$ cat src/rtl/afd_pkg.sv
// Shared types, codes and helpers for the frame deframer.
`default_nettype none

package afd_pkg;

    localparam logic [7:0] START_BYTE = 8'h7E;
    localparam logic [7:0] GOOD_SUM   = 8'hFF;

    // Register indexes on the configuration port
    localparam logic [1:0] REG_TX_STATUS   = 2'd0;
    localparam logic [1:0] REG_RX_PACKET   = 2'd1;
    localparam logic [1:0] REG_AT_RESPONSE = 2'd2;

    localparam logic [7:0] RST_TX_STATUS   = 8'd139;
    localparam logic [7:0] RST_RX_PACKET   = 8'd144;
    localparam logic [7:0] RST_AT_RESPONSE = 8'd136;

    // Frame kinds
    localparam logic [1:0] KIND_TX_STATUS   = 2'd0;
    localparam logic [1:0] KIND_RX_PACKET   = 2'd1;
    localparam logic [1:0] KIND_AT_RESPONSE = 2'd2;
    localparam logic [1:0] KIND_UNKNOWN     = 2'd3;

    // Frame status on frame end
    localparam logic [1:0] STAT_GOOD   = 2'd0;
    localparam logic [1:0] STAT_BADSUM = 2'd1;
    localparam logic [1:0] STAT_EMPTY  = 2'd2;

    typedef enum logic [2:0] {
        PH_HUNT   = 3'd0,
        PH_LEN_HI = 3'd1,
        PH_LEN_LO = 3'd2,
        PH_BODY   = 3'd3,
        PH_CHECK  = 3'd4
    } t_phase;

    typedef struct packed {
        logic [7:0] tx_status_type;
        logic [7:0] rx_packet_type;
        logic [7:0] at_response_type;
    } t_cfg;

    typedef struct packed {
        logic       is_end;
        logic [7:0] data_byte;
        logic [7:0] frame_type;
        logic [1:0] frame_kind;
        logic [1:0] frame_status;
    } t_result;

    // tx status beats rx packet beats AT response when codes coincide
    function automatic logic [1:0] kind_of(input t_cfg cfg, input logic [7:0] ftype);
        logic [1:0] kind;
        if (ftype == cfg.tx_status_type) begin
            kind = KIND_TX_STATUS;
        end else if (ftype == cfg.rx_packet_type) begin
            kind = KIND_RX_PACKET;
        end else if (ftype == cfg.at_response_type) begin
            kind = KIND_AT_RESPONSE;
        end else begin
            kind = KIND_UNKNOWN;
        end
        return kind;
    endfunction

endpackage

`default_nettype wire

$ cat src/rtl/afd_apb_regs.sv
// APB configuration registers holding the frame type codes.
`default_nettype none

module afd_apb_regs
    import afd_pkg::*;
(
    input  wire logic        i_clk,
    input  wire logic        i_rst_n,
    input  wire logic        psel,
    input  wire logic        penable,
    input  wire logic        pwrite,
    input  wire logic [3:0]  paddr,
    input  wire logic [31:0] pwdata,
    output logic      [31:0] prdata,
    output logic             pready,
    output t_cfg             o_cfg
);

    t_cfg r_cfg;
    logic w_wr;

    assign w_wr   = psel && penable && pwrite;
    assign pready = 1'b1;
    assign o_cfg  = r_cfg;

    always_ff @(posedge i_clk) begin
        if (!i_rst_n) begin
            r_cfg.tx_status_type   <= RST_TX_STATUS;
            r_cfg.rx_packet_type   <= RST_RX_PACKET;
            r_cfg.at_response_type <= RST_AT_RESPONSE;
        end else if (w_wr) begin
            unique case (paddr[3:2])
                REG_TX_STATUS:   r_cfg.tx_status_type   <= pwdata[7:0];
                REG_RX_PACKET:   r_cfg.rx_packet_type   <= pwdata[7:0];
                REG_AT_RESPONSE: r_cfg.at_response_type <= pwdata[7:0];
                default: ;
            endcase
        end
    end

    always_comb begin
        unique case (paddr[3:2])
            REG_TX_STATUS:   prdata = {24'd0, r_cfg.tx_status_type};
            REG_RX_PACKET:   prdata = {24'd0, r_cfg.rx_packet_type};
            REG_AT_RESPONSE: prdata = {24'd0, r_cfg.at_response_type};
            default:         prdata = 32'd0;
        endcase
    end

endmodule

`default_nettype wire

$ cat src/rtl/afd_parser.sv
// Frame parser: input register, frame state machine and result register.
`default_nettype none

module afd_parser
    import afd_pkg::*;
(
    input  wire logic       i_clk,
    input  wire logic       i_rst_n,
    input  wire t_cfg       i_cfg,
    input  wire logic       i_in_valid,
    output logic            o_in_stall,
    input  wire logic [7:0] i_rx_byte,
    output logic            o_out_valid,
    input  wire logic       i_out_stall,
    output t_result         o_result
);

    logic        r_in_valid;
    logic [7:0]  r_in_byte;
    t_phase      r_phase,   n_phase;
    logic [15:0] r_len,     n_len;
    logic [15:0] r_seen,    n_seen;
    logic [7:0]  r_sum,     n_sum;
    logic [7:0]  r_held,    n_held;
    logic        r_out_valid;
    t_result     r_out;

    t_result     w_res;
    logic        w_res_valid;
    logic        w_out_ready;
    logic        w_step;
    logic [15:0] w_len_full;
    logic [15:0] w_seen_inc;
    logic [7:0]  w_sum_inc;

    assign w_out_ready = !r_out_valid || !i_out_stall;
    assign w_step      = r_in_valid && w_out_ready;
    assign o_in_stall  = r_in_valid && !w_out_ready;
    assign o_out_valid = r_out_valid;
    assign o_result    = r_out;

    assign w_len_full = {r_len[15:8], r_in_byte};
    assign w_seen_inc = r_seen + 16'd1;
    assign w_sum_inc  = r_sum + r_in_byte;

    always_comb begin
        n_phase     = r_phase;
        n_len       = r_len;
        n_seen      = r_seen;
        n_sum       = r_sum;
        n_held      = r_held;
        w_res       = '0;
        w_res_valid = 1'b0;
        unique case (r_phase)
            PH_LEN_HI: begin
                n_len   = {r_in_byte, 8'h00};
                n_phase = PH_LEN_LO;
            end
            PH_LEN_LO: begin
                n_len  = w_len_full;
                n_seen = 16'd0;
                n_sum  = 8'd0;
                n_held = 8'd0;
                if (w_len_full == 16'd0) begin
                    // empty frame ends here, no type or checksum byte follows
                    n_phase            = PH_HUNT;
                    w_res_valid        = 1'b1;
                    w_res.is_end       = 1'b1;
                    w_res.frame_kind   = KIND_UNKNOWN;
                    w_res.frame_status = STAT_EMPTY;
                end else begin
                    n_phase = PH_BODY;
                end
            end
            PH_BODY: begin
                n_sum  = w_sum_inc;
                n_seen = w_seen_inc;
                if (w_seen_inc >= r_len) begin
                    n_phase = PH_CHECK;
                end
                if (w_seen_inc == 16'd1) begin
                    n_held = r_in_byte;
                end else begin
                    w_res_valid      = 1'b1;
                    w_res.data_byte  = r_in_byte;
                    w_res.frame_type = r_held;
                    w_res.frame_kind = kind_of(i_cfg, r_held);
                end
            end
            PH_CHECK: begin
                n_sum              = w_sum_inc;
                n_phase            = PH_HUNT;
                w_res_valid        = 1'b1;
                w_res.is_end       = 1'b1;
                w_res.frame_type   = r_held;
                w_res.frame_kind   = kind_of(i_cfg, r_held);
                w_res.frame_status = (w_sum_inc == GOOD_SUM) ? STAT_GOOD : STAT_BADSUM;
            end
            default: begin
                n_phase = (r_in_byte == START_BYTE) ? PH_LEN_HI : PH_HUNT;
            end
        endcase
    end

    always_ff @(posedge i_clk) begin
        if (!i_rst_n) begin
            r_in_valid <= 1'b0;
        end else if (!o_in_stall) begin
            r_in_valid <= i_in_valid;
        end
        if (!o_in_stall) begin
            r_in_byte <= i_rx_byte;
        end
    end

    always_ff @(posedge i_clk) begin
        if (!i_rst_n) begin
            r_phase <= PH_HUNT;
            r_len   <= 16'd0;
            r_seen  <= 16'd0;
            r_sum   <= 8'd0;
            r_held  <= 8'd0;
        end else if (w_step) begin
            r_phase <= n_phase;
            r_len   <= n_len;
            r_seen  <= n_seen;
            r_sum   <= n_sum;
            r_held  <= n_held;
        end
    end

    always_ff @(posedge i_clk) begin
        if (!i_rst_n) begin
            r_out_valid <= 1'b0;
        end else if (w_out_ready) begin
            r_out_valid <= w_step && w_res_valid;
        end
        if (w_out_ready) begin
            r_out <= w_res;
        end
    end

endmodule

`default_nettype wire

$ cat src/rtl/api_frame_deframer_top.sv
// Top level of the delimiter/length/checksum frame deframer.
//
// Input channel: one received serial byte per item (i_in_valid / o_in_stall).
// The block hunts for the 0x7E start byte, reads a big-endian 16-bit length,
// the type byte, the payload and a checksum byte. Each payload byte leaves as
// a data item; the checksum byte gives a frame-end item with type, kind and
// status (good, checksum error); a zero length gives one with empty status.
// Bytes that give no result, such as the type byte, are consumed silently.
// Output channel: o_out_valid / i_out_stall with one port per result field.
// A result passes through one input register and one result register with
// the parser logic between them. One item per cycle is taken while the
// output does not stall; a stalled result holds, and the input keeps flowing
// into the input register until that is also full, then o_in_stall rises.
// APB writes set the three type codes; write them only while the block idles.
// Synchronous reset clears both registers' valid flags and returns the parser
// to hunting, with the type codes at 139, 144 and 136.
`default_nettype none

module api_frame_deframer_top
    import afd_pkg::*;
(
    input  wire logic        i_clk,
    input  wire logic        i_rst_n,
    input  wire logic        psel,
    input  wire logic        penable,
    input  wire logic        pwrite,
    input  wire logic [3:0]  paddr,
    input  wire logic [31:0] pwdata,
    output logic      [31:0] prdata,
    output logic             pready,
    input  wire logic        i_in_valid,
    output logic             o_in_stall,
    input  wire logic [7:0]  i_rx_byte,
    output logic             o_out_valid,
    input  wire logic        i_out_stall,
    output logic             o_is_end,
    output logic      [7:0]  o_data_byte,
    output logic      [7:0]  o_frame_type,
    output logic      [1:0]  o_frame_kind,
    output logic      [1:0]  o_frame_status
);

    t_cfg    w_cfg;
    t_result w_result;

    afd_apb_regs u_regs (
        .i_clk   (i_clk),
        .i_rst_n (i_rst_n),
        .psel    (psel),
        .penable (penable),
        .pwrite  (pwrite),
        .paddr   (paddr),
        .pwdata  (pwdata),
        .prdata  (prdata),
        .pready  (pready),
        .o_cfg   (w_cfg)
    );

    afd_parser u_parser (
        .i_clk       (i_clk),
        .i_rst_n     (i_rst_n),
        .i_cfg       (w_cfg),
        .i_in_valid  (i_in_valid),
        .o_in_stall  (o_in_stall),
        .i_rx_byte   (i_rx_byte),
        .o_out_valid (o_out_valid),
        .i_out_stall (i_out_stall),
        .o_result    (w_result)
    );

    assign o_is_end       = w_result.is_end;
    assign o_data_byte    = w_result.data_byte;
    assign o_frame_type   = w_result.frame_type;
    assign o_frame_kind   = w_result.frame_kind;
    assign o_frame_status = w_result.frame_status;

endmodule

`default_nettype wire
$ cat config.mk
export PLATFORM = sky130hd
export DESIGN_NAME = api_frame_deframer_top
export DESIGN_NICKNAME = d
export VERILOG_FILES = /design/src/rtl/afd_pkg.sv /design/src/rtl/afd_apb_regs.sv /design/src/rtl/afd_parser.sv /design/src/rtl/api_frame_deframer_top.sv
export SDC_FILE = /design/constraint.sdc
export NUM_CORES = 1
export LEC_CHECK = 0
export CAP_MARGIN = 5
export CORE_ASPECT_RATIO = 1.75
export CORE_UTILIZATION = 50
export CTS_CLUSTER_SIZE = 10
export DETAILED_ROUTE_END_ITERATION = 12
export DONT_BUFFER_PORTS = 1
export GPL_ROUTABILITY_DRIVEN = 0
export MAX_ROUTING_LAYER = met4
export PLACE_DENSITY_LB_ADDON = 0.3
export REMOVE_ABC_BUFFERS = 1
export SLEW_MARGIN = 15
export SYNTH_ARGS = -nofsm -noshare
export SYNTH_HDL_FRONTEND = slang
export SYNTH_SLANG_ARGS = --single-unit
$ cat constraint.sdc
create_clock -name i_clk -period 9.36 [get_ports i_clk]
set_clock_uncertainty 0.15 [all_clocks]
set_input_delay 0.936 -clock i_clk [delete_from_list [all_inputs] [get_ports i_clk]]
set_output_delay 0.936 -clock i_clk [all_outputs]
set_load 0.02 [all_outputs]
### Yosys cells after proc, flatten, opt, wreduce, memory -nomap -nowiden

Index checks and enable logic that the tools add are counted.

| word-level totals | value |
|---|---|
| flip-flop bits (word level) | 106 |

| operators by class | value |
|---|---|
| add/subtract/negate cells | 2 |
| $lt $le $gt $ge | 1 |
| eq/ne operators | 14 |
| mux-type cells | 23 |
| bitwise operators | 2 |
| reduce and logical (&&, ||, !) cells | 25 |

Operators by type and width:

| cell | number |
|---|---|
| 16-bit case mux with 2 select lines | 2 |
| 8-bit case mux with 2 select lines | 3 |
| 8-bit equality test | 3 |
| 8-bit case mux with 3 select lines | 1 |
| 16-bit by 1-bit adder with 16-bit output (second input constant) | 1 |
| 16-bit by 1-bit equality test with 1-bit output (second input constant) | 1 |
| 16-bit greater-or-equal comparator | 1 |
| 16-bit zero test | 1 |
| 2-bit AND reduction | 7 |
| 3-bit case mux with 4 select lines | 1 |
| 10-bit two-way mux | 1 |
| 8-bit adder | 1 |
| 8-bit by 7-bit equality test with 1-bit output (second input constant) | 1 |
| 8-bit equality test (second input constant) | 1 |
| 8-bit two-way mux | 1 |
| 3-bit by 2-bit equality test with 1-bit output (second input constant) | 2 |
| 2-bit two-way mux | 3 |
| 2-bit case mux with 3 select lines | 1 |
| 3-bit AND reduction | 2 |
| 2-bit nonzero test | 3 |
| 1-bit logical AND | 5 |
| 1-bit two-way mux | 5 |
| 4-bit two-way mux | 1 |
| 2-bit by 1-bit != test with 1-bit output (second input constant) | 2 |
| 13 further kinds | 17 |

### Longest topological paths before layout

Gate-level depths: netlist (run 1).

| depth | value |
|---|---|
| depth in word-level cells | 6 |
| gate-level depth with buffers | 13 |
| gate-level depth less buffers | 12 |

### Cells and area by module

From an unflattened synthesis (run 1), not the netlist that was laid out.

| second synthesis, totals | value |
|---|---|
| cell total of the unflattened synthesis | 630 |
| area total of the unflattened synthesis | 5844.4 um^2 |

By module, submodules not included:

| module | times used | cells each | area each (um^2) |
|---|---|---|---|
| afd_parser | 1 | 480 | 4528.1 |
| afd_apb_regs | 1 | 150 | 1316.3 |

### Least setup slack after synthesis (run 1)

No wires, ideal clock.

| path | value |
|---|---|
| path type | input to output |
| from | input paddr[2] |
| to | output prdata[5] |
| arrival time | 2243 ps |
| data required time | 8274 ps |
| slack | 6031 ps |
| stages on the path | 4 |
| cells stage by stage | clkbuf_1 clkbuf_1 mux2i_1 o21ai_0 |

| on the way | value |
|---|---|
| longest elaborated chain between the ends | 2 |
| elaborated cells on any way between the ends | 4 |
| those cells by class | 2 x eq/ne; 1 x mux; 1 x reduce/logical |

RTL lines:

| item | line | RTL |
|---|---|---|
| from (decl) | api_frame_deframer_top.sv:27 | `input wire logic [3:0] paddr,` |
| 2-bit equality test, or another cell as far along | afd_apb_regs.sv:42 | `unique case (paddr[3:2])` |
| 8-bit case mux with 3 select lines * | afd_apb_regs.sv:42 |  |
| to (decl) | api_frame_deframer_top.sv:29 | `output logic [31:0] prdata,` |

Mark *: on every way between the ends. The rest lies on a longest branch, timed or not.

### Worst setup path after layout (run 1)

| path | value |
|---|---|
| from | register u_parser.r_seen[2] |
| to | register u_parser.r_phase[0] |

| on the way | value |
|---|---|
| longest elaborated chain between the ends | 4 |

RTL lines:

| item | line | RTL |
|---|---|---|
| from (decl) | afd_parser.sv:22 | `logic [15:0] r_seen, n_seen;` |
| from (signal assigned) | afd_parser.sv:126 | `r_seen <= n_seen;` |
| 16-bit by 1-bit adder with 16-bit output | afd_parser.sv:43 | `assign w_seen_inc = r_seen + 16'd1;` |
| 16-bit greater-or-equal comparator | afd_parser.sv:78 | `if (w_seen_inc >= r_len) begin` |
| 2-bit by 1-bit != test with 1-bit output (no line) | n/a |  |
| 2-bit AND reduction (no line) | n/a |  |
| to (signal assigned) | afd_parser.sv:124 | `r_phase <= n_phase;` |
| to (decl) | afd_parser.sv:20 | `t_phase r_phase, n_phase;` |

Every way passes these cells.
A chain may end at the register's enable or synchronous reset.

==> impl_metrics.csv, run 1 <==
group,metric,value,unit
setup_path,worstPathMaxFanout,13,
cells_and_area,antenna_cells,0,
detailed_routing,first_iter_violations,323,
global_routing,gr-total-overflow,0,
setup_path,worstPathRequired,9.45,ns
sta,grt_setup_unrepaired,"no",
cells_and_area,layout_commonest_cell,"dfxtp_1",
place,portBuffers,0,
cts,ctsResizeCount,0,
run_status,status,"complete, but fails checks",
flow_run,drv_cap,0,
sta,slew_headroom,0.355,
cts,cts.sinks,106,
power_and_ir_drop,fin_total_pwr,881,uW
sta,setup_viol,0,
power_and_ir_drop,intPower,681,uW
sta,max_freq,264,MHz
cts,post_cts_buffers,0,
detailed_routing,first_pass_iters,9,
setup_path,end_kind,"flip-flop",
detailed_routing,routed_via_density,6.02,
setup_path,path_common_cell,"nor2_1",
sta,drv_slew,0,
yosys,ys_async_sr_fraction,0,
detailed_routing,route.detailed.drc,3,
cells_and_area,syn2layout_area_growth,3.70,%
setup_path,critical_path_class,"reg -> reg",
cells_and_area,most-common-layout-cells,"dfxtp_1 (77), nand2_1 (72), nor2b_1 (41)",
sta,setup_tns,0,ns
cts,cts_made_buffers,9,
power_and_ir_drop,power.net_switching,200,uW
detailed_routing,vias,4654,
yosys,yosysSeqAreaShare,0.401,
floorplanning,io_pins,107,
cells_and_area,final_core_util,0.536,
sta,fin_crit_sh,0.404,
detailed_routing,routed_wl,14.3,mm
yosys,ys_types,60,
cts,cts.root.buffer_cell,"clkbuf_16",
global_routing,grt_util_all_layers,0.246,
setup_path,cp.arrival,3.88,ns
global_routing,grt_max_degree,73,
cts,clk_latency,0.35,ns
power_and_ir_drop,power_frac_comb,0.036,
detailed_routing,ant_nets,0,
floorplanning,die-area,12500,um2
sta,hold_viol,0,
power_and_ir_drop,leakagePower,2.26,nW
floorplanning,fp-row-count,52,
yosys,syn-mean-instance-area,9.17,um2
yosys,synth_enable_flop_cells,29,
cts,cts_htree_levels,3,
detailed_routing,wire_per_inst,18.4,um
yosys,synth_flop_cell,"dfxtp_1",
power_and_ir_drop,ir_drop,0.000122,V
place,dp_hpwl,10.4,mm
floorplanning,dieWidth,84.9,um
run_status,violations,"DRC",
yosys,netlist_area,6020,um2
global_routing,grt_pass1_wl,23.5,mm
floorplanning,core_area,11600,um2
cts,clk_pin_slew,0.07,ns
sta,worst_pin_slew,0.965,ns
floorplanning,die_h,147,um
cts,cts_hold_buf,0,
setup_path,slowest_delay,0.67,ns
cts,clock_path_buffers,2,
cells_and_area,drive_gt1_frac,0.0376,
power_and_ir_drop,p_per_area,141,nW/um2
global_routing,antenna_found_initial,0,
cells_and_area,stdcell_area,6240,um2
setup_path,path_cells,"nand4_4 > or4_1 > nor2_1 > xor2_1 > ha_1 > a21o_1 > nand3_1 > o2111ai_1 > a22oi_1 > nor2_1 > o221a_2",
yosys,yosys_register_bits,106,
sta,period_minus_slack,3.78,ns
place,dpl_cell_area,5950,um2
floorplanning,start_util,0.517,
yosys,ys_warn_count,0,
global_routing,grt_pass1_vias,4651,
worst_hold_path,worstHoldPathType,"reg -> reg",
yosys,postSynthCellCount,656,
power_and_ir_drop,seqPwrFrac,0.545,
power_and_ir_drop,p_sw_frac,0.227,
cells_and_area,num-nets-final,710,
cts,cts_tree,"yes",
setup_path,cpMaxStageDelayCell,"or4_1",
power_and_ir_drop,clkPwrFrac,0.419,
setup_path,start_kind,"flip-flop",
registers in the layout, summed over array words and instances, names as in the netlist:
signal and cells:
u_parser.r_in_valid 1, u_parser.r_len 16, u_parser.r_held 8, u_parser.r_sum 8, u_parser.r_in_byte 8, u_parser.o_out_valid 1, u_parser.o_result 21, u_parser.r_phase 3
u_regs.o_cfg 24, u_parser.r_seen 16
routing by layer:
layer / track usage / wire (um)
met2: 0.444 / 7700
met5: - / 0
met1: 0.259 / 5390
met4: 0.113 / 497
met3: 0.0410 / 659
through the flow:
| step | setup WS (ns) | hold WS (ns) | instances |
|---|---|---|---|
| finish | 5.58 | 0.338 | 773 |
| global route | 5.37 | 0.349 | 773 |
| CTS | 5.61 | 0.331 | 773 |
| detailed placement | 5.62 | 0.329 | 757 |
| global placement | 5.68 | 0.315 | 757 |
| floorplan | 6.19 | 0.304 | 620 |
critical path: cells and delay by family, from the launching register on:
family                     cells  cell delay, ns
adders and majority gates      1            0.30
DFF                            1            0.60
AOI/OAI and AO/OA              4            1.13
xor gates and xnor gates       1            0.23
and+or+nand+nor                5            1.27
kinds of logic after synthesis:
group	Yosys count	share of synthesized area
simple gates	238	0.211
compound gates	123	0.141
flops	106	0.401
buf+inv	84	0.0720
xor+xnor	44	0.0641
mux	33	0.0549
fa+ha+maj	26	0.0553
other cells	2	0.00125
worst paths after layout:
kind              depth (start not counted)          startpoint             endpoint  slack (ns)
setup / recovery                         11  u_parser.r_seen[2]  u_parser.r_phase[0]        5.58
hold / removal                            2  u_parser.r_len[10]   u_parser.r_len[10]        0.34
setup reg to reg                         11  u_parser.r_seen[2]  u_parser.r_phase[0]        5.58
hold reg to reg                           2  u_parser.r_len[10]   u_parser.r_len[10]        0.34
synthesized netlist by cell type (all sizes together) (2+ instances only):
cell type / instances / area (um2)
and3: 12 / 75.1
dfxtp: 77 / 1540
nand2b: 3 / 18.8
o2111ai: 3 / 32.5
clkbuf: 24 / 90.1
a21oi: 18 / 90.1
ha: 25 / 313
nand2: 72 / 270
conb: 2 / 7.51
nor3b: 3 / 22.5
a211o: 2 / 17.5
a31oi: 2 / 12.5
nor3: 11 / 55.1
a22oi: 23 / 173
inv: 25 / 93.8
o21a: 5 / 37.5
nand4: 14 / 103
or3: 5 / 31.3
nor4: 9 / 71.3
and2: 4 / 25.0
xor2: 5 / 43.8
mux2i: 33 / 330
a21boi: 27 / 203
a21o: 4 / 30.0
buf: 35 / 249
o21ai: 23 / 115
a221oi: 2 / 17.5
edfxtp: 29 / 871
nand3: 28 / 140
and4: 2 / 17.5
o211ai: 3 / 22.5
nor2: 23 / 86.3
or4: 5 / 41.3
xnor2: 39 / 342
a211oi: 2 / 15.0
nor2b: 41 / 257
power groups by stage:
| stage | clock network [mW] | registers (mW) | logic, mW |
|---|---|---|---|
| 2_1_floorplan | 0 | 0.486 | 0.0280 |
| 3_3_place_gp | 0 | 0.490 | 0.0310 |
| 3_5_place_dp | 0 | 0.490 | 0.0314 |
| 4_1_cts | 0.374 | 0.480 | 0.0316 |
| 5_1_grt | 0.390 | 0.481 | 0.0342 |
| 6_report | 0.369 | 0.480 | 0.0318 |
cell type report:
| type | count | area [um2] |
|---|---|---|
| fillers | 1053 | 5410 |
| multi-input cells | 489 | 3260 |
| flip-flops and latches | 106 | 2410 |
| clock buffers | 11 | 254 |
| well taps | 135 | 169 |
| inverters | 25 | 93.8 |
| clock inverters | 5 | 37.5 |
| repair buffers | 2 | 15.0 |
Note: power is estimated with default switching activity, not from simulation.
==> inputs of run 2 (changes only) <==
==> constraint.sdc (replaced) <==
create_clock -name i_clk -period 3.5 [get_ports i_clk]
set_clock_uncertainty 0.15 [all_clocks]
set_input_delay 0.35 -clock i_clk [delete_from_list [all_inputs] [get_ports i_clk]]
set_output_delay 0.35 -clock i_clk [all_outputs]
set_load 0.02 [all_outputs]
==> run 2 against run 1 <==
The run still ends with DRC left. Non-clock buffer count increased by 33. Clock power rose to 3.0 times the previous value. Sequential share of layout area is 2.0 points lower. Fmax increased by 14%. Register-to-register slack got worse by 5.4 ns. Total power rose to 2.8 times the previous value. Worst hold slack lost 0.33 ns. Wire length up 5.4%. Via count rose by 1.5%. Flip-flop and latch count is the same.
==> impl_metrics.csv, run 2 (synthesis gave the netlist of run 1 again) <==
group,metric,value,unit
run_status,status,"complete, but fails checks",
run_status,violations,"DRC",
setup_path,worstPathRequired,3.58,ns
setup_path,reg2regPathDepth,11,
global_routing,grt_util_all_layers,0.258,
setup_path,critPathBufInv,1,
setup_path,cp_top_family,"compound AO/OA/AOI/OAI gates",
place,placedCellCount,773,
power_and_ir_drop,power.net_switching,579,uW
floorplanning,io_pins,107,
setup_path,cp.arrival,3.40,ns
power_and_ir_drop,intPower,1.92,mW
cells_and_area,drive_gt1_frac,0.0790,
sta,period_minus_slack,3.32,ns
setup_path,start_kind,"flip-flop",
sta,worst_pin_slew,0.831,ns
cts,cts.sinks,106,
sta,max_freq,301,MHz
setup_path,cpMaxStageDelayCell,"or4_1",
setup_path,slowest_delay,0.58,ns
setup_path,end_kind,"flip-flop",
global_routing,gr-total-overflow,0,
worst_hold_path,whs_endpoint,"u_parser.r_phase[2]",
cts,cts_htree_levels,3,
cts,cts_tree,"yes",
power_and_ir_drop,leakagePower,2.44,nW
global_routing,grt_max_degree,50,
cells_and_area,final_core_util,0.567,
cts,cts_made_buffers,9,
sta,hold-worst-slack,0.00486,ns
worst_hold_path,hold_depth,1,
detailed_routing,routed_wl,15.0,mm
floorplanning,core_area,11600,um2
detailed_routing,first_pass_iters,9,
setup_path,timing.rr.end,"u_parser.r_phase[1]",
cells_and_area,syn2layout_area_growth,9.67,%
detailed_routing,vias,4726,
place,portBuffers,0,
floorplanning,fp-row-count,52,
sta,drv_slew,0,
place,dpl_cell_area,6070,um2
floorplanning,start_util,0.517,
sta,slew_headroom,0.444,
power_and_ir_drop,power_frac_comb,0.047,
sta,fin_crit_sh,0.948,
setup_path,worstPathMaxFanout,7,
detailed_routing,ant_nets,0,
cells_and_area,stdcell_area,6600,um2
setup_path,critPathLaunch,"u_parser.r_seen[5]",
cts,cts.root.buffer_cell,"clkbuf_16",
worst_hold_path,min-delay-start,"i_rst_n",
global_routing,grt_pass1_wl,24.2,mm
cells_and_area,layout_commonest_cell,"nand2_1",
power_and_ir_drop,clkPwrFrac,0.440,
floorplanning,die_h,147,um
global_routing,antenna_found_initial,0,
sta,hold_viol,0,
detailed_routing,wire_per_inst,18.6,um
cts,clock_path_buffers,2,
sta,setup_viol,0,
setup_path,reg2reg_from,"u_parser.r_seen[5]",
detailed_routing,route.detailed.drc,3,
power_and_ir_drop,seqPwrFrac,0.513,
cts,clk_latency,0.35,ns
setup_path,path_cells,"nand4_4 > or4_1 > a21oi_1 > inv_1 > ha_1 > nand4_1 > a2111oi_2 > o211a_1 > a22oi_1 > a221oi_1 > nor2b_1",
power_and_ir_drop,p_per_area,379,nW/um2
global_routing,grt_pass1_vias,4921,
cells_and_area,most-common-layout-cells,"nand2_1 (72), dfxtp_1 (69), nor2b_1 (41)",
power_and_ir_drop,ir_drop,0.000308,V
cells_and_area,num-nets-final,743,
sta,setup_tns,0,ns
cells_and_area,final-instance-count-excl-fill,806,
setup_path,r2r_slack,0.18,ns
flow_run,drv_cap,0,
place,dp_hpwl,10.6,mm
floorplanning,die-area,12500,um2
cells_and_area,antenna_cells,0,
detailed_routing,first_iter_violations,253,
detailed_routing,routed_via_density,5.86,
cells_and_area,largest_reg_flops,24,
power_and_ir_drop,p_sw_frac,0.232,
setup_path,critical_path_class,"reg -> reg",
cts,clk_pin_slew,0.07,ns
worst_hold_path,worstHoldPathType,"in -> reg",
floorplanning,dieWidth,84.9,um
## run 2: cell types whose count changed in the layout (fill, tap and decap cells not counted), sizes merged
cell and change:
buf +17, dlygate4sd3 +16, inv +5, clkinv -3
clkinvlp -2, bufinv +1, clkbuf -1
## run 2: power groups by stage
| stage | clock, mW | combinational (mW) | sequential [mW] |
|---|---|---|---|
| after floorplan | 0 | 0.0749 | 1.30 |
| after global placement | 0 | 0.0861 | 1.31 |
| final | 1.10 | 0.116 | 1.28 |
| after CTS | 1.12 | 0.116 | 1.28 |
| after detailed placement | 0 | 0.0874 | 1.31 |
| after global routing | 1.17 | 0.125 | 1.28 |
## run 2: worst register-to-register path: stages, from the launching register on
cell	delay [ns]
dfxtp_2	0.41
nand4_4	0.18
or4_1	0.58
a21oi_1	0.21
inv_1	0.07
ha_1	0.31
nand4_1	0.17
a2111oi_2	0.37
o211a_1	0.20
a22oi_1	0.15
a221oi_1	0.31
nor2b_1	0.08
## run 2: cell type report
class                           instances  area [um2]
Timing Repair Buffer                   35         315
Clock buffer                           10         250
Inverter                               25        93.8
Tap cell                              135         169
Sequential cell                       106        2420
Multi-Input combinational cell        489        3270
Clock inverter                          6        73.8
Fill cell                            1075        5050
## run 2: per-layer routing
layer  GRT usage  vias up  routed length, um
li1            -     2297                  -
met1       0.260     2242               5720
met2       0.468      136               8030
met3      0.0376       51                538
met4       0.148        0                738
met5           -        -                  0
## run 2: worst max path at each step
| stage | to | slack, ns | depth (start not counted) |
|---|---|---|---|
| 6_report | u_parser.r_phase[1] | 0.18 | 11 |
| 4_1_cts | u_parser.r_phase[1] | 0.08 | 11 |
| 2_1_floorplan | u_parser.r_phase[1] | 0.33 | 11 |
| 5_1_grt | u_parser.r_phase[1] | -0.0004 | 11 |
| 3_3_place_gp | u_parser.r_phase[1] | 0.17 | 11 |
| 3_5_place_dp | u_parser.r_phase[1] | 0.1 | 11 |
## run 2: metrics by stage
step	power, mW	setup slack [ns]
after floorplan	1.38	0.330
after global placement	1.39	0.170
after detailed placement	1.40	0.0980
after CTS	2.51	0.0793
after global routing	2.58	-0.000427
final	2.50	0.183
## run 2: what timing repair did
action / CTS / global route
resized for setup: 0 / 12
endpoints found under the setup margin: 0 / 3
setup buffers: 0 / 0
endpoints found under the hold margin: 58 / 0
hold buffers: 17 / 0
==> inputs of run 3 (changes only) <==
--- a/config.mk
+++ b/config.mk
@@ -14,7 +14,7 @@
 export GPL_ROUTABILITY_DRIVEN = 0
 export MAX_ROUTING_LAYER = met4
 export PLACE_DENSITY_LB_ADDON = 0.3
-export REMOVE_ABC_BUFFERS = 1
+export SKIP_CTS_REPAIR_TIMING = 1
 export SLEW_MARGIN = 15
 export SYNTH_ARGS = -nofsm -noshare
 export SYNTH_HDL_FRONTEND = slang
==> run 3 against run 2 <==
The flow finishes with violations (DRC, hold timing). Fmax shrank 0.11%. Flip-flop and latch count unchanged. Count of clock-buffer cells in the layout unchanged. Total power down 2.5%. Final cell count fell by 0.37%. Critical endpoint is now u_parser.r_phase[0]. Largest power group unchanged.
==> impl_metrics.csv, run 3 (synthesis gave the netlist of run 1 again) <==
group,metric,value,unit
run_status,status,"complete, but fails checks",
run_status,violations,"DRC, hold timing",
detailed_routing,routed_via_density,5.86,
detailed_routing,vias,4708,
cells_and_area,largest_reg_flops,24,
cells_and_area,fillCellCount,1020,
global_routing,grt_max_degree,73,
global_routing,grt_pass1_vias,4427,
floorplanning,io_pins,107,
cts,cts.root.buffer_cell,"clkbuf_16",
cts,cts_tree,"yes",
floorplanning,start_util,0.517,
sta,slew_headroom,0.296,
setup_path,start_kind,"flip-flop",
floorplanning,core_area,11600,um2
cells_and_area,multi_input_area,3260,um2
sta,worst_pin_slew,1.05,ns
worst_hold_path,worstHoldPathType,"in -> reg",
detailed_routing,wire_per_inst,17.5,um
global_routing,antenna_found_initial,0,
place,portBuffers,0,
cts,clk_pin_slew,0.07,ns
floorplanning,dieWidth,84.9,um
global_routing,gr-total-overflow,0,
sta,max_freq,301,MHz
floorplanning,die-area,12500,um2
power_and_ir_drop,p_per_area,372,nW/um2
place,placedCellCount,770,
cts,cts_made_buffers,9,
sta,hold-worst-slack,-0.00845,ns
cts,cts_htree_levels,3,
floorplanning,fp-row-count,52,
cells_and_area,final-instance-count-excl-fill,803,
cells_and_area,most-common-layout-cells,"nand2_1 (72), dfxtp_1 (72), nor2b_1 (41)",
sta,grt_setup_unrepaired,"no",
cells_and_area,drive_gt1_frac,0.0659,
sta,setup_viol,0,
cells_and_area,num-nets-final,740,
setup_path,cp.arrival,3.41,ns
detailed_routing,routed_wl,14.1,mm
worst_hold_path,hold_depth,1,
detailed_routing,first_pass_iters,10,
floorplanning,die_h,147,um
sta,setup_tns,0,ns
power_and_ir_drop,leakagePower,2.42,nW
global_routing,grt_pass1_wl,21.4,mm
detailed_routing,first_iter_violations,301,
cts,cts.sinks,106,
setup_path,end_kind,"flip-flop",
cells_and_area,seqCellArea,2420,um2
detailed_routing,route.detailed.drc,11,
power_and_ir_drop,ir_drop,0.000219,V
cells_and_area,syn2layout_area_growth,8.74,%
cts,clock_path_buffers,2,
place,dp_hpwl,9.81,mm
flow_run,drv_cap,0,
detailed_routing,ant_nets,0,
setup_path,reg2regPathDepth,11,
setup_path,critical_path_class,"reg -> reg",
sta,period_minus_slack,3.32,ns
sta,drv_slew,0,
cells_and_area,final_core_util,0.562,
sta,hold_viol,4,
sta,fin_crit_sh,0.949,
setup_path,worstPathMaxFanout,6,
cts,clk_latency,0.35,ns
setup_path,worstPathRequired,3.59,ns
global_routing,grt_util_all_layers,0.225,
cells_and_area,antenna_cells,0,
run 3: changes by cell type in the layout (fill, tap and decap cells not counted), sizes merged:
cell | before | now
buf | 19 | 15
clkinv | 0 | 3
inv | 30 | 27
dlygate4sd3 | 16 | 17
run 3: report_power, final:
| group | internal, mW | total, mW | switching [mW] | leakage, nW |
|---|---|---|---|---|
| combinational | 0.0425 | 0.107 | 0.0649 | 1.29 |
| clock | 0.584 | 1.05 | 0.464 | 0.155 |
| sequential | 1.26 | 1.28 | 0.0192 | 0.967 |
| total | 1.89 | 2.44 | 0.548 | 2.42 |
run 3: critical path, cell delays in order, from the launching register on:
cell       delay, ns
dfxtp_2         0.42
nand4_4         0.16
or4_1           0.62
nor2_1          0.14
xor2_1          0.22
ha_1            0.29
a21o_1          0.17
nand3_1         0.08
o2111ai_1       0.14
a22oi_1         0.46
nor2_1          0.10
o221a_2         0.25
run 3: cell type report:
| type | instances | share of cell area |
|---|---|---|
| inverters | 25 | 0.0143 |
| flip-flops and latches | 106 | 0.370 |
| multi-input cells | 489 | 0.499 |
| well taps | 135 | 0.0258 |
| clock inverters | 6 | 0.0113 |
| repair buffers | 32 | 0.0432 |
| clock buffers | 10 | 0.0365 |
run 3: path summary, 6_finish.rpt:
check	start	end	slack, ns
worst min register to register	u_parser.r_len[14]	u_parser.r_len[14]	0.34
worst min-delay path	i_rst_n	u_parser.r_sum[0]	-0.008
worst max-delay path	u_parser.r_seen[5]	u_parser.r_phase[0]	0.18
worst max register to register	u_parser.r_seen[5]	u_parser.r_phase[0]	0.18
run 3: through the flow:
stage               instance area [um2]  setup WS [ns]  power, mW  hold WS, ns
floorplan                          6100          0.402       1.41        0.299
global placement                   6040          0.203       1.39        0.283
detailed placement                 6040          0.140       1.39        0.281
CTS                                6360          0.117       2.43      -0.0763
global route                       6540        0.00479       2.52     0.000385
finish                             6540          0.179       2.44     -0.00845
run 3: metal layers:
| metal | vias to the layer above | wire length (um) | share of wire | global-route usage |
|---|---|---|---|---|
| met5 | - | 0 | 0 | - |
| met4 | 0 | 405 | 0.029 | 0.106 |
| met3 | 31 | 510 | 0.036 | 0.0354 |
| met2 | 157 | 7560 | 0.54 | 0.399 |
| met1 | 2226 | 5600 | 0.40 | 0.244 |
| li1 | 2294 | - | - | - |
